$ cat src/rtl/minmax_scale_to_hundred_core_defines.svh
// assertion macros for the min-max scaling block
// used by the files that carry concurrent assertions; expects clk and rst in scope
`ifndef MINMAX_SCALE_TO_HUNDRED_CORE_DEFINES_SVH
`define MINMAX_SCALE_TO_HUNDRED_CORE_DEFINES_SVH

// condition that holds at every clock edge out of reset
`define MMSH_HOLDS(label, cond, msg) \
  label: assert property (@(posedge clk) disable iff (rst) (cond)) else $error(msg);

// condition that holds in the cycle after a trigger
`define MMSH_IMPLIES_NEXT(label, ante, cons, msg) \
  label: assert property (@(posedge clk) disable iff (rst) (ante) |=> (cons)) \
    else $error(msg);

`endif

$ cat src/rtl/mmsh_pkg.sv
// shared constants and controller/datapath command types for min-max scaling
// no dependencies
`default_nettype none

package mmsh_pkg;

  localparam int MAX_LEN_DEF     = 64;
  localparam int SAMPLE_BITS_DEF = 16;

  // result format: 0..100 with 8 fraction bits
  localparam int SCALED_W     = 15;
  localparam int FRAC_BITS    = 8;
  localparam int SCALE_FACTOR = 100;
  localparam int SCALE_W      = 7;
  localparam int SCALED_MAX   = SCALE_FACTOR << FRAC_BITS;

  // width of the divider step counter; one quotient bit per step
  localparam int STEP_W = $clog2(SCALED_W);

  typedef struct packed {
    logic load;      // input word accepted
    logic rd;        // read stored sample at replay index
    logic mul;       // form (sample - min) * 100
    logic div_init;  // load divider
    logic div_step;  // one restoring step
    logic put;       // write result into output register
    logic rd_next;   // advance replay index
    logic clear;     // end of frame, back to reset values
  } mmsh_cmd_t;

  typedef struct packed {
    logic out_free;  // output register can take a word this cycle
    logic last;      // replay index points at last stored sample
  } mmsh_stat_t;

endpackage

`default_nettype wire

$ cat src/rtl/mmsh_if.sv
// valid/ready channel interfaces for sample input and scaled result output
// depends on mmsh_pkg for default widths
`default_nettype none

interface mmsh_in_if #(
  parameter int SAMPLE_BITS = mmsh_pkg::SAMPLE_BITS_DEF
);
  logic                          valid;
  logic                          ready;
  logic signed [SAMPLE_BITS-1:0] sample;
  logic                          frame_end;

  modport source (output valid, sample, frame_end, input ready);
  modport sink (input valid, sample, frame_end, output ready);
endinterface

interface mmsh_out_if;
  logic                          valid;
  logic                          ready;
  logic [mmsh_pkg::SCALED_W-1:0] scaled;
  logic                          run_end;
  logic                          flat;
  logic                          dropped;

  modport source (output valid, scaled, run_end, flat, dropped, input ready);
  modport sink (input valid, scaled, run_end, flat, dropped, output ready);
endinterface

`default_nettype wire

$ cat src/rtl/mmsh_div.sv
// restoring divider, one quotient bit per step, for the scaled result
// depends on mmsh_pkg; dividend is prod * 2^FRAC_BITS, quotient known to fit SCALED_W bits
`default_nettype none

module mmsh_div #(
  parameter int SAMPLE_BITS = mmsh_pkg::SAMPLE_BITS_DEF
) (
  input  wire logic                                             clk,
  input  wire logic                                             init,
  input  wire logic                                             step,
  input  wire logic [SAMPLE_BITS+mmsh_pkg::SCALE_W-1:0]         prod,
  input  wire logic [SAMPLE_BITS-1:0]                           den,
  output logic      [mmsh_pkg::SCALED_W-1:0]                    quo
);
  import mmsh_pkg::*;

  localparam int SHIFT_W = SCALED_W - FRAC_BITS;

  logic [SAMPLE_BITS-1:0] rem;
  logic [SCALED_W-1:0]    low;
  logic [SAMPLE_BITS:0]   shifted;
  logic [SAMPLE_BITS+1:0] trial;

  // partial remainder with next dividend bit, trial subtract
  assign shifted = {rem, low[SCALED_W-1]};
  assign trial   = {1'b0, shifted} - {2'b00, den};

  // remainder starts below den since the quotient fits SCALED_W bits
  always_ff @(posedge clk) begin
    if (init) begin
      rem <= prod[SAMPLE_BITS+SCALE_W-1:SHIFT_W];
      low <= {prod[SHIFT_W-1:0], {FRAC_BITS{1'b0}}};
      quo <= '0;
    end else if (step) begin
      low <= {low[SCALED_W-2:0], 1'b0};
      if (!trial[SAMPLE_BITS+1]) begin
        rem <= trial[SAMPLE_BITS-1:0];
        quo <= {quo[SCALED_W-2:0], 1'b1};
      end else begin
        rem <= shifted[SAMPLE_BITS-1:0];
        quo <= {quo[SCALED_W-2:0], 1'b0};
      end
    end
  end

endmodule

`default_nettype wire

$ cat src/rtl/mmsh_ctrl.sv
// controller for min-max scaling: load phase, then per-sample replay sequence
// depends on mmsh_pkg command and status types
`default_nettype none

module mmsh_ctrl (
  input  wire logic                 clk,
  input  wire logic                 rst,
  input  wire logic                 in_valid,
  input  wire logic                 in_last,
  output logic                      in_ready,
  input  wire mmsh_pkg::mmsh_stat_t stat,
  output mmsh_pkg::mmsh_cmd_t       cmd
);
  import mmsh_pkg::*;

  typedef enum logic [2:0] {
    S_LOAD,
    S_READ,
    S_MUL,
    S_DIVI,
    S_DIV,
    S_PUT
  } state_t;

  state_t            state;
  logic [STEP_W-1:0] step_cnt;

  // state register and step counter
  always_ff @(posedge clk) begin
    if (rst) begin
      state    <= S_LOAD;
      step_cnt <= '0;
    end else begin
      case (state)
        S_LOAD: begin
          if (in_valid && in_last) state <= S_READ;
        end
        S_READ: state <= S_MUL;
        S_MUL:  state <= S_DIVI;
        S_DIVI: begin
          state    <= S_DIV;
          step_cnt <= '0;
        end
        S_DIV: begin
          step_cnt <= step_cnt + STEP_W'(1);
          if (step_cnt == STEP_W'(SCALED_W - 1)) state <= S_PUT;
        end
        S_PUT: begin
          if (stat.out_free) state <= stat.last ? S_LOAD : S_READ;
        end
        default: state <= S_LOAD;
      endcase
    end
  end

  // command decode
  always_comb begin
    cmd          = '0;
    in_ready     = (state == S_LOAD);
    cmd.load     = (state == S_LOAD) && in_valid;
    cmd.rd       = (state == S_READ);
    cmd.mul      = (state == S_MUL);
    cmd.div_init = (state == S_DIVI);
    cmd.div_step = (state == S_DIV);
    cmd.put      = (state == S_PUT) && stat.out_free;
    cmd.rd_next  = cmd.put && !stat.last;
    cmd.clear    = cmd.put && stat.last;
  end

endmodule

`default_nettype wire

$ cat src/rtl/mmsh_datapath.sv
// datapath for min-max scaling: sample memory, running min/max, multiply, divide, output register
// depends on mmsh_pkg, mmsh_div and the assertion macro header
`default_nettype none
`include "minmax_scale_to_hundred_core_defines.svh"

module mmsh_datapath #(
  parameter int MAX_LEN     = mmsh_pkg::MAX_LEN_DEF,
  parameter int SAMPLE_BITS = mmsh_pkg::SAMPLE_BITS_DEF
) (
  input  wire logic                          clk,
  input  wire logic                          rst,
  input  wire mmsh_pkg::mmsh_cmd_t           cmd,
  output mmsh_pkg::mmsh_stat_t               stat,
  input  wire logic signed [SAMPLE_BITS-1:0] sample,
  output logic                               out_valid,
  input  wire logic                          out_ready,
  output logic [mmsh_pkg::SCALED_W-1:0]      scaled,
  output logic                               run_end,
  output logic                               flat,
  output logic                               dropped
);
  import mmsh_pkg::*;

  localparam int CNT_W  = $clog2(MAX_LEN + 1);
  localparam int IDX_W  = $clog2(MAX_LEN);
  localparam int PROD_W = SAMPLE_BITS + SCALE_W;

  localparam logic signed [SAMPLE_BITS-1:0] MIN_INIT = {1'b0, {(SAMPLE_BITS-1){1'b1}}};
  localparam logic signed [SAMPLE_BITS-1:0] MAX_INIT = {1'b1, {(SAMPLE_BITS-1){1'b0}}};

  logic [SAMPLE_BITS-1:0]        mem [MAX_LEN];
  logic [CNT_W-1:0]              fill_count;
  logic [IDX_W-1:0]              rd_idx;
  logic signed [SAMPLE_BITS-1:0] running_min;
  logic signed [SAMPLE_BITS-1:0] running_max;
  logic                          overflowed;
  logic [SAMPLE_BITS-1:0]        rd_data;
  logic [PROD_W-1:0]             prod;
  logic                          force_zero;
  logic [SCALED_W-1:0]           quo;
  logic                          full;
  logic                          is_flat;
  logic [SAMPLE_BITS:0]          diff;
  logic [SAMPLE_BITS-1:0]        range;

  assign full    = (fill_count == CNT_W'(MAX_LEN));
  assign is_flat = (running_max == running_min);
  assign diff    = {rd_data[SAMPLE_BITS-1], rd_data} - {running_min[SAMPLE_BITS-1], running_min};
  assign range   = running_max - running_min;

  assign stat.out_free = !out_valid || out_ready;
  assign stat.last     = (CNT_W'(rd_idx) == fill_count - CNT_W'(1));

  // sample memory
  always_ff @(posedge clk) begin
    if (cmd.load && !full) mem[fill_count[IDX_W-1:0]] <= sample;
    if (cmd.rd) rd_data <= mem[rd_idx];
  end

  // frame state: count, running extremes, overflow
  always_ff @(posedge clk) begin
    if (rst || cmd.clear) begin
      fill_count  <= '0;
      running_min <= MIN_INIT;
      running_max <= MAX_INIT;
      overflowed  <= 1'b0;
    end else if (cmd.load) begin
      if (full) begin
        overflowed <= 1'b1;
      end else begin
        fill_count <= fill_count + CNT_W'(1);
        if (sample < running_min) running_min <= sample;
        if (sample > running_max) running_max <= sample;
      end
    end
  end

  // replay index
  always_ff @(posedge clk) begin
    if (rst || cmd.clear) begin
      rd_idx <= '0;
    end else if (cmd.rd_next) begin
      rd_idx <= rd_idx + IDX_W'(1);
    end
  end

  // offset from minimum times 100; negative samples and flat frames give zero
  always_ff @(posedge clk) begin
    if (cmd.mul) begin
      prod       <= PROD_W'(diff[SAMPLE_BITS-1:0]) * PROD_W'(SCALE_FACTOR);
      force_zero <= is_flat || rd_data[SAMPLE_BITS-1];
    end
  end

  mmsh_div #(
    .SAMPLE_BITS(SAMPLE_BITS)
  ) u_div (
    .clk (clk),
    .init(cmd.div_init),
    .step(cmd.div_step),
    .prod(prod),
    .den (range),
    .quo (quo)
  );

  // output register
  always_ff @(posedge clk) begin
    if (rst) begin
      out_valid <= 1'b0;
    end else if (cmd.put) begin
      out_valid <= 1'b1;
    end else if (out_ready) begin
      out_valid <= 1'b0;
    end
  end

  always_ff @(posedge clk) begin
    if (cmd.put) begin
      scaled  <= force_zero ? '0 : quo;
      run_end <= stat.last;
      flat    <= is_flat;
      dropped <= overflowed;
    end
  end

  // checks
  `MMSH_HOLDS(a_count_bound, fill_count <= CNT_W'(MAX_LEN), "fill count beyond capacity")
  `MMSH_IMPLIES_NEXT(a_clear_frame, cmd.clear, fill_count == '0 && !overflowed, "frame not cleared")
  `MMSH_HOLDS(a_scaled_range, !out_valid || scaled <= SCALED_W'(SCALED_MAX), "scaled out of range")
  `MMSH_HOLDS(a_flat_zero, !(out_valid && flat) || scaled == '0, "flat frame gave nonzero result")

endmodule

`default_nettype wire

$ cat src/rtl/minmax_scale_to_hundred_core.sv
// Min-max scaling of one spectrum to 0..100 with 8 fraction bits.
// Input channel "samples": one signed sample per word, frame_end on the final
// word of a spectrum. Words load one per cycle into a MAX_LEN-entry memory
// while a running minimum and maximum are kept; words beyond capacity are
// discarded and set the dropped flag of that frame.
// After the frame_end word the block replays every stored sample on channel
// "results": negative samples give 0, others (s - min) * 25600 / (max - min),
// truncated; flat frames give 0 with flat set; run_end marks the last result.
// After the frame_end word, each result passes through a memory read, a
// multiply, a divider load, 15 divider steps and the output write, one
// sample at a time, paced by the shared one-bit-per-step divider.
// The input is not ready during the replay; it is ready again in the cycle
// after the last result enters the output register.
// A stalled receiver holds the result in the output register and the replay
// waits until it is taken. Synchronous reset clears the frame and empties
// the output register; no clearing pass is needed.
// depends on mmsh_pkg, mmsh_if, mmsh_ctrl, mmsh_datapath
`default_nettype none

module minmax_scale_to_hundred_core #(
  parameter int MAX_LEN     = mmsh_pkg::MAX_LEN_DEF,
  parameter int SAMPLE_BITS = mmsh_pkg::SAMPLE_BITS_DEF
) (
  input  wire logic  clk,
  input  wire logic  rst,
  mmsh_in_if.sink    samples,
  mmsh_out_if.source results
);
  import mmsh_pkg::*;

  mmsh_cmd_t  cmd;
  mmsh_stat_t stat;

  mmsh_ctrl u_ctrl (
    .clk     (clk),
    .rst     (rst),
    .in_valid(samples.valid),
    .in_last (samples.frame_end),
    .in_ready(samples.ready),
    .stat    (stat),
    .cmd     (cmd)
  );

  mmsh_datapath #(
    .MAX_LEN    (MAX_LEN),
    .SAMPLE_BITS(SAMPLE_BITS)
  ) u_datapath (
    .clk      (clk),
    .rst      (rst),
    .cmd      (cmd),
    .stat     (stat),
    .sample   (samples.sample),
    .out_valid(results.valid),
    .out_ready(results.ready),
    .scaled   (results.scaled),
    .run_end  (results.run_end),
    .flat     (results.flat),
    .dropped  (results.dropped)
  );

endmodule

`default_nettype wire
$ cat src/flat_wrapper.sv
// flat-port wrapper written by rule: the top's interface ports become plain ports
module minmax_scale_to_hundred_core_flat import mmsh_pkg::*;
#(
  parameter int MAX_LEN     = mmsh_pkg::MAX_LEN_DEF,
  parameter int SAMPLE_BITS = mmsh_pkg::SAMPLE_BITS_DEF
)
  (clk, rst, samples_valid, samples_sample, samples_frame_end, samples_ready, results_valid, results_scaled, results_run_end, results_flat, results_dropped, results_ready);
  mmsh_in_if #(.SAMPLE_BITS(SAMPLE_BITS)) samples_i ();
  mmsh_out_if results_i ();
  input  wire logic clk;
  input  wire logic rst;
  input wire logic [$bits(samples_i.valid)-1:0] samples_valid;
  input wire logic [$bits(samples_i.sample)-1:0] samples_sample;
  input wire logic [$bits(samples_i.frame_end)-1:0] samples_frame_end;
  output wire logic [$bits(samples_i.ready)-1:0] samples_ready;
  output wire logic [$bits(results_i.valid)-1:0] results_valid;
  output wire logic [$bits(results_i.scaled)-1:0] results_scaled;
  output wire logic [$bits(results_i.run_end)-1:0] results_run_end;
  output wire logic [$bits(results_i.flat)-1:0] results_flat;
  output wire logic [$bits(results_i.dropped)-1:0] results_dropped;
  input wire logic [$bits(results_i.ready)-1:0] results_ready;
  assign samples_i.valid = samples_valid;
  assign samples_i.sample = samples_sample;
  assign samples_i.frame_end = samples_frame_end;
  assign samples_ready = samples_i.ready;
  assign results_valid = results_i.valid;
  assign results_scaled = results_i.scaled;
  assign results_run_end = results_i.run_end;
  assign results_flat = results_i.flat;
  assign results_dropped = results_i.dropped;
  assign results_i.ready = results_ready;
  minmax_scale_to_hundred_core #(.MAX_LEN(MAX_LEN), .SAMPLE_BITS(SAMPLE_BITS)) u_core (.clk(clk), .rst(rst), .samples(samples_i), .results(results_i));
endmodule
$ cat config.mk
export PLATFORM = sky130hd
export DESIGN_NAME = minmax_scale_to_hundred_core_flat
export DESIGN_NICKNAME = d
export VERILOG_FILES = /design/src/rtl/mmsh_pkg.sv /design/src/rtl/mmsh_if.sv /design/src/rtl/mmsh_div.sv /design/src/rtl/mmsh_ctrl.sv /design/src/rtl/mmsh_datapath.sv /design/src/rtl/minmax_scale_to_hundred_core.sv /design/src/flat_wrapper.sv
export VERILOG_INCLUDE_DIRS = /design/src /design/src/rtl
export SDC_FILE = /design/constraint.sdc
export NUM_CORES = 2
export LEC_CHECK = 0
export ABC_AREA = 0
export BUFFER_PORTS_ARGS = -buffer_cell sky130_fd_sc_hd__buf_4
export CAP_MARGIN = 20
export CORE_MARGIN = 2
export CORE_UTILIZATION = 63
export DETAILED_ROUTE_END_ITERATION = 8
export GPL_TIMING_DRIVEN = 0
export PLACE_DENSITY_LB_ADDON = 0.2
export SLEW_MARGIN = 20
export SYNTH_ARGS = -nofsm -noshare
export SYNTH_HDL_FRONTEND = slang
export SYNTH_SLANG_ARGS = --single-unit
$ cat constraint.sdc
create_clock -name clk -period 5.37 [get_ports clk]
set_input_delay 1.074 -clock clk [delete_from_list [all_inputs] [get_ports clk]]
set_output_delay 1.074 -clock clk [all_outputs]
set_load 0.02 [all_outputs]
## Yosys cells after proc, flatten, opt, wreduce, memory -nomap -nowiden

Memory sizes are Yosys's and may differ from the RTL's. A register that Yosys moved wholly into a read port is not among the register bits.
Cells that the tools add are included.

| storage, ports and cells | value |
|---|---|
| input bits | 21 |
| flip-flop bits (word level) | 132 |
| memories kept | 1 |
| bits in writable memories | 1024 |
| logic and storage cells | 78 |

Memories:

| memory | words | bits a word | rd ports | clocked after memory_dff | wr ports | line | source |
|---|---|---|---|---|---|---|---|
| u_core.u_datapath.mem | 64 | 16 | 1 | 1 | 1 | mmsh_datapath.sv:31 | `logic [SAMPLE_BITS-1:0] mem [MAX_LEN];` |

| operators by class | value |
|---|---|
| multiply operators | 1 |
| mux-type cells | 16 |
| $lt $le $gt $ge | 2 |
| bitwise operators | 1 |
| reductions and logical operators | 20 |
| equality and inequality tests | 12 |
| $add $sub $neg | 7 |

Operators by type and width:

| cell | number |
|---|---|
| two-way mux 16 bit | 3 |
| subtractor 16 bit | 2 |
| two-way mux 15 bit | 2 |
| multiplier 16 x 5 -> 21 bit (second input constant) | 1 |
| case mux 3 bit (6 select lines) | 1 |
| subtractor 17 x 16 -> 18 bit | 1 |
| == test 16 bit | 1 |
| greater-than comparator 16 bit | 1 |
| < comparator 16 bit | 1 |
| two-way mux 3 bit | 3 |
| AND reduction 3 bit | 3 |
| case mux 4 bit (2 select lines) | 1 |
| adder 7 x 1 -> 7 bit (second input constant) | 1 |
| == test 6 x 7 -> 1 bit | 1 |
| == test 7 bit (second input constant) | 1 |
| subtractor 7 x 1 -> 7 bit (second input constant) | 1 |
| adder 6 x 1 -> 6 bit (second input constant) | 1 |
| == test 3 x 2 -> 1 bit (second input constant) | 2 |
| == test 3 bit (second input constant) | 2 |
| logical AND 1 bit | 6 |
| two-way mux 1 bit | 6 |
| adder 4 x 1 -> 4 bit (second input constant) | 1 |
| == test 4 bit (second input constant) | 1 |
| inequality test 2 x 1 -> 1 bit (second input constant) | 2 |
| 8 further kinds | 14 |

## Longest topological paths before layout

| logic depth | value |
|---|---|
| depth after elaboration | 5 |
| depth in mapped cells | 22 |
| mapped depth without buffers | 22 |

## By module

A second synthesis with hierarchy kept.

| unflattened totals | value |
|---|---|
| cell total of the unflattened synthesis | 2677 |
| area, all modules | 49800.3 um^2 |

By module, submodules not included:

| module | cells each | sequential area each (um^2) | area an instance (um^2) | instances |
|---|---|---|---|---|
| mmsh_datapath | 2362 | 33372.0 | 46789.9 | 1 |
| mmsh_div | 266 | 991.0 | 2596.2 | 1 |
| mmsh_ctrl | 49 | 140.1 | 414.1 | 1 |

## Worst setup path after synthesis

OpenSTA, ideal clock, no wires.

| timing | value |
|---|---|
| kind | register to register |
| from | register u_core.u_datapath.running_min[1] |
| to | register u_core.u_datapath.prod[22] (data pin) |
| data arrival time | 4.259 ns |
| stages on the path, launching flop included | 22 |
| slack | 0.852 ns |
| period minus slack after synthesis | 4.518 ns |
| path through | dfxtp_1 > inv_1 > ha_1 > nor2b_1 > o21a_1 > o21ai_0 > a21oi_1 > o21a_1 > nor2_1 > xnor2_1 > ha_1 > ha_1 > inv_1 > fa_1 > inv_1 > ha_1 > a2111oi_0 > o31ai_1 > a21oi_1 > nor2_1 > o221ai_1 > xnor2_1 |

| between the ends | value |
|---|---|
| word-level cells in the longest chain between the ends | 2 |

RTL lines:

| item | line | source |
|---|---|---|
| start, declared | mmsh_datapath.sv:34 | `logic signed [SAMPLE_BITS-1:0] running_min;` |
| start signal, assigned | mmsh_datapath.sv:72 | `if (sample < running_min) running_min <= sample;` |
| subtractor 16 bit | mmsh_datapath.sv:48 | `assign diff = {rd_data[SAMPLE_BITS-1], rd_data} - {running_min[SAMPLE_BITS-1], running_min};` |
| multiplier 16 x 5 -> 21 bit | mmsh_datapath.sv:90 | `prod <= PROD_W'(diff[SAMPLE_BITS-1:0]) * PROD_W'(SCALE_FACTOR);` |
| end signal, assigned | mmsh_datapath.sv:90 |  |
| end, declared | mmsh_datapath.sv:38 | `logic [PROD_W-1:0] prod;` |

No other way between the ends.
A chain may end at the register's enable or synchronous reset.

## Worst setup path in the final report

Ends and elaborated chain as after synthesis.

==> metrics.txt <==
Post-CTS Setup Bufs 0; class of the worst hold path reg -> reg; area growth from synthesis to layout 13.2%; Post-Syn Area per Cell approximately 19 sq um; M1 GR Usage 40.0%; Core Area just under 80000 sq um; post-route ant nets 0; Mapped Nets 2743; mapped cell area roughly 49000 sq um; CTS clock-pin slew for the worst setup and hold paths roughly 0.070 ns; DR vias 26400; Root Driver clkbuf_16; number of synthesized flops with an enable pin about 1100; layout cell share with drive strength beyond 1 25.6%; DRC 0; worst path required time 5.80 ns; P per Cell Area 393 nW/um^2; largest net degree at the start of global routing around 70; LEAKAGE 0.0182 uW; largest family of logic cells by synthesized area multiplexers; nature of the critical path endpoint flop; die height 283 um; post-synthesis adder-cell area fraction 3.96%; hold_buf cts 0; wire length per cell 31.5 um; DRT Pass-1 Iters 6; sequential area share after synthesis 70.2%; CTS tree built; GPL Wtd Cong 0.982; count leader, synth edfxtp_1; CP arrival 5.43 ns; total of max-cap violations 0; clock sinks 1170; # port buffers 40; Overflow after GRT 0; Netlist cell types 68; synthesized flop and latch total around 1200; post-synthesis xor/xnor area fraction 1.21%; RSZ-0062 raised after global routing false; Vias per Instance 6.71; setup_tns 0 ns; total power approximately 22000 uW; Clk Latency, worst-skew pair 0.72 ns; Die X 283 um; Simple-Gate Fraction of Synth Area 3.60%; placed cells 3711; met3 Track Usage GR 5.60%; Hold WS ~0.47 ns; die footprint 80100 sq um; Rows between 100 and 150; starting density of the core between 60% and 70%; final std cells w/o fill approximately 3900; first-pass GRT wire length approximately 180 mm; CTS Buf Count roughly 110; GR Layer Usage met2 between 50 and 60%; Reg area 34400 sq um; WS Path Type reg -> reg; Final Util a little under three quarters; Slew @ Worst Pin 1.20 ns; status completed; Layout Nets slightly below 3000; Post-synth ARST share 0%; aggregate global-route resource usage 31.3%; Tmin final around 5.0 ns; Yosys top cell area share 67.4%; global route hottest layer met2; Max-slew headroom 19.8%; Worst Path Max Fanout 4; Worst Setup Start Kind flop; final hold vios 0; final count of negative-setup-slack endpoints 0; final wirelength 124 mm; Synth Flop Type edfxtp_1; top area cells in the synthesized netlist edfxtp_1, mux4_2, ha_1, dfxtp_1, nor2_1; gate count after technology mapping approximately 2600; f_max roughly 200 MHz; filler cell count 4500; Compound-Gate Fraction of Synth Area 2.94%; skew final 0.0467 ns; max-slew violations 0; Max VDD drop ~0.39 mV; vias in the first global route 26700; Commonest cells post-synth edfxtp_1, mux4_2, nor2_1, ha_1, inv_1; Initial DRC Count about 3200; area leader, netlist edfxtp_1; antenna violations before repair 9; I/O pins about 40; Detail Placement HPWL between 70 and 80 mm; multiplexer share of the synthesized area 16.4%; Clock Tree Buf Depth 3; Multi-input gate area 14000 sq um; Synth Warn # 0; Final period util 93.3%; CTS H-tree lvls 3
## final cells by class
type                            count  area share [%]
Sequential cell                  1170            62.0
Multi-Input combinational cell   1200            25.1
Clock buffer                      125            5.17
Tap cell                         1040            2.34
Clock inverter                     86            1.89
Timing Repair Buffer               96            1.88
Buffer                            112           0.915
Inverter                           93           0.629
Antenna cell                        3          0.0135
## layer usage
metal,wire [um],vias to the layer above
li1,-,10800
met1,44200,13700
met2,62800,1555
met3,10200,309
met4,6630,6
met5,40,-
## worst paths after layout
path,from,end,slack (ns),cells past startpoint
worst min-delay path,u_core.u_datapath.overflowed$_SDFFE_PP0P_,u_core.u_datapath.dropped$_DFFE_PP_,0.47,0
worst max-delay path,u_core.u_datapath.running_min[1]$_SDFFE_PP1P_,u_core.u_datapath.prod[22]$_DFFE_PN_,0.36,21
worst max register to register,u_core.u_datapath.running_min[1]$_SDFFE_PP1P_,u_core.u_datapath.prod[22]$_DFFE_PN_,0.36,21
worst min register to register,u_core.u_datapath.overflowed$_SDFFE_PP0P_,u_core.u_datapath.dropped$_DFFE_PP_,0.47,0
## logic make-up (layout without fill, tap and decap cells)
family / after synthesis / count (layout)
AOI/OAI and AO/OA: 220 / 220
other: 0 / 3
adders and majority gates: 147 / 147
buffers and inverters: 205 / 512
and+or+nand+nor: 378 / 378
DFF: 1170 / 1170
muxes: 387 / 387
xor gates and xnor gates: 68 / 68
## through the flow
| step | worst slack [ns] | area (sq um) |
|---|---|---|
| 3_5_place_dp | 0.142 | 51600 |
| 4_1_cts | 0.0971 | 55500 |
| 2_1_floorplan | 0.852 | 49100 |
| 3_3_place_gp | 0.198 | 50700 |
| 6_report | 0.361 | 55500 |
| 5_1_grt | 0.00203 | 55500 |
## what timing repair did
item                                    4_1_cts  5_1_grt
gates resized for setup                       0        5
hold endpoints to repair                      0        0
endpoints found under the setup margin        0        5
## cells in the final DEF, fill, tap and decap left out, types with 24 or more instances in the layout
cell type  Yosys  final
nand3_1       24     24
a21oi_1       69     68
buf_2         32     33
nor2_1       150     86
nor2_2         2     66
xor2_1        27     27
clkbuf_1      65     75
clkinv_1       0     26
nor2b_1       30     30
edfxtp_1    1101   1101
dfxtp_1       69     69
clkbuf_16      0    113
mux2i_1       50     50
o21ai_0       41     40
buf_4          1     44
buf_8          0     33
buf_6          5     25
nand2_1       92     92
xnor2_1       41     41
mux4_2       331    331
inv_1         93     93
ha_1         133    133
## state kept, by name (all words and copies together), names as in the netlist
signal	cells
u_core.u_datapath.fill_count	7
u_core.u_datapath.running_max	16
u_core.u_datapath.rd_idx	6
u_core.u_datapath.dropped	1
u_core.u_datapath.prod	21
u_core.u_ctrl.step_cnt	4
u_core.u_datapath.u_div.quo	15
u_core.u_datapath.overflowed	1
u_core.u_datapath.u_div.low	5
u_core.u_datapath.run_end	1
u_core.u_ctrl.state	3
u_core.u_datapath.mem	1024
u_core.u_datapath.rd_data	16
u_core.u_datapath.scaled	15
u_core.u_datapath.u_div.rem	16
u_core.u_datapath.flat	1
u_core.u_datapath.running_min	16
u_core.u_datapath.out_valid	1
u_core.u_datapath.force_zero	1
## where the power goes
part | switching, uW | internal, uW | total, uW
registers | 98.8 | 10300 | 10400
clock network | 3490 | 4880 | 8370
logic | 1790 | 1280 | 3070
total | 5380 | 16400 | 21800
## critical path, cell delays in order, from the launching register on
cell	delay, ns
dfxtp_1	0.38
inv_1	0.17
ha_1	0.33
nor2b_1	0.13
o21a_1	0.19
o21ai_0	0.27
a21oi_1	0.15
o21a_1	0.20
nor2_1	0.12
xnor2_1	0.23
ha_1	0.31
ha_1	0.27
inv_1	0.05
fa_1	0.49
inv_1	0.04
ha_1	0.22
a2111oi_2	0.42
o31ai_1	0.18
a21oi_1	0.26
nor2_1	0.07
o221ai_1	0.21
xnor2_1	0.08
(Power assumes the default switching activity.)
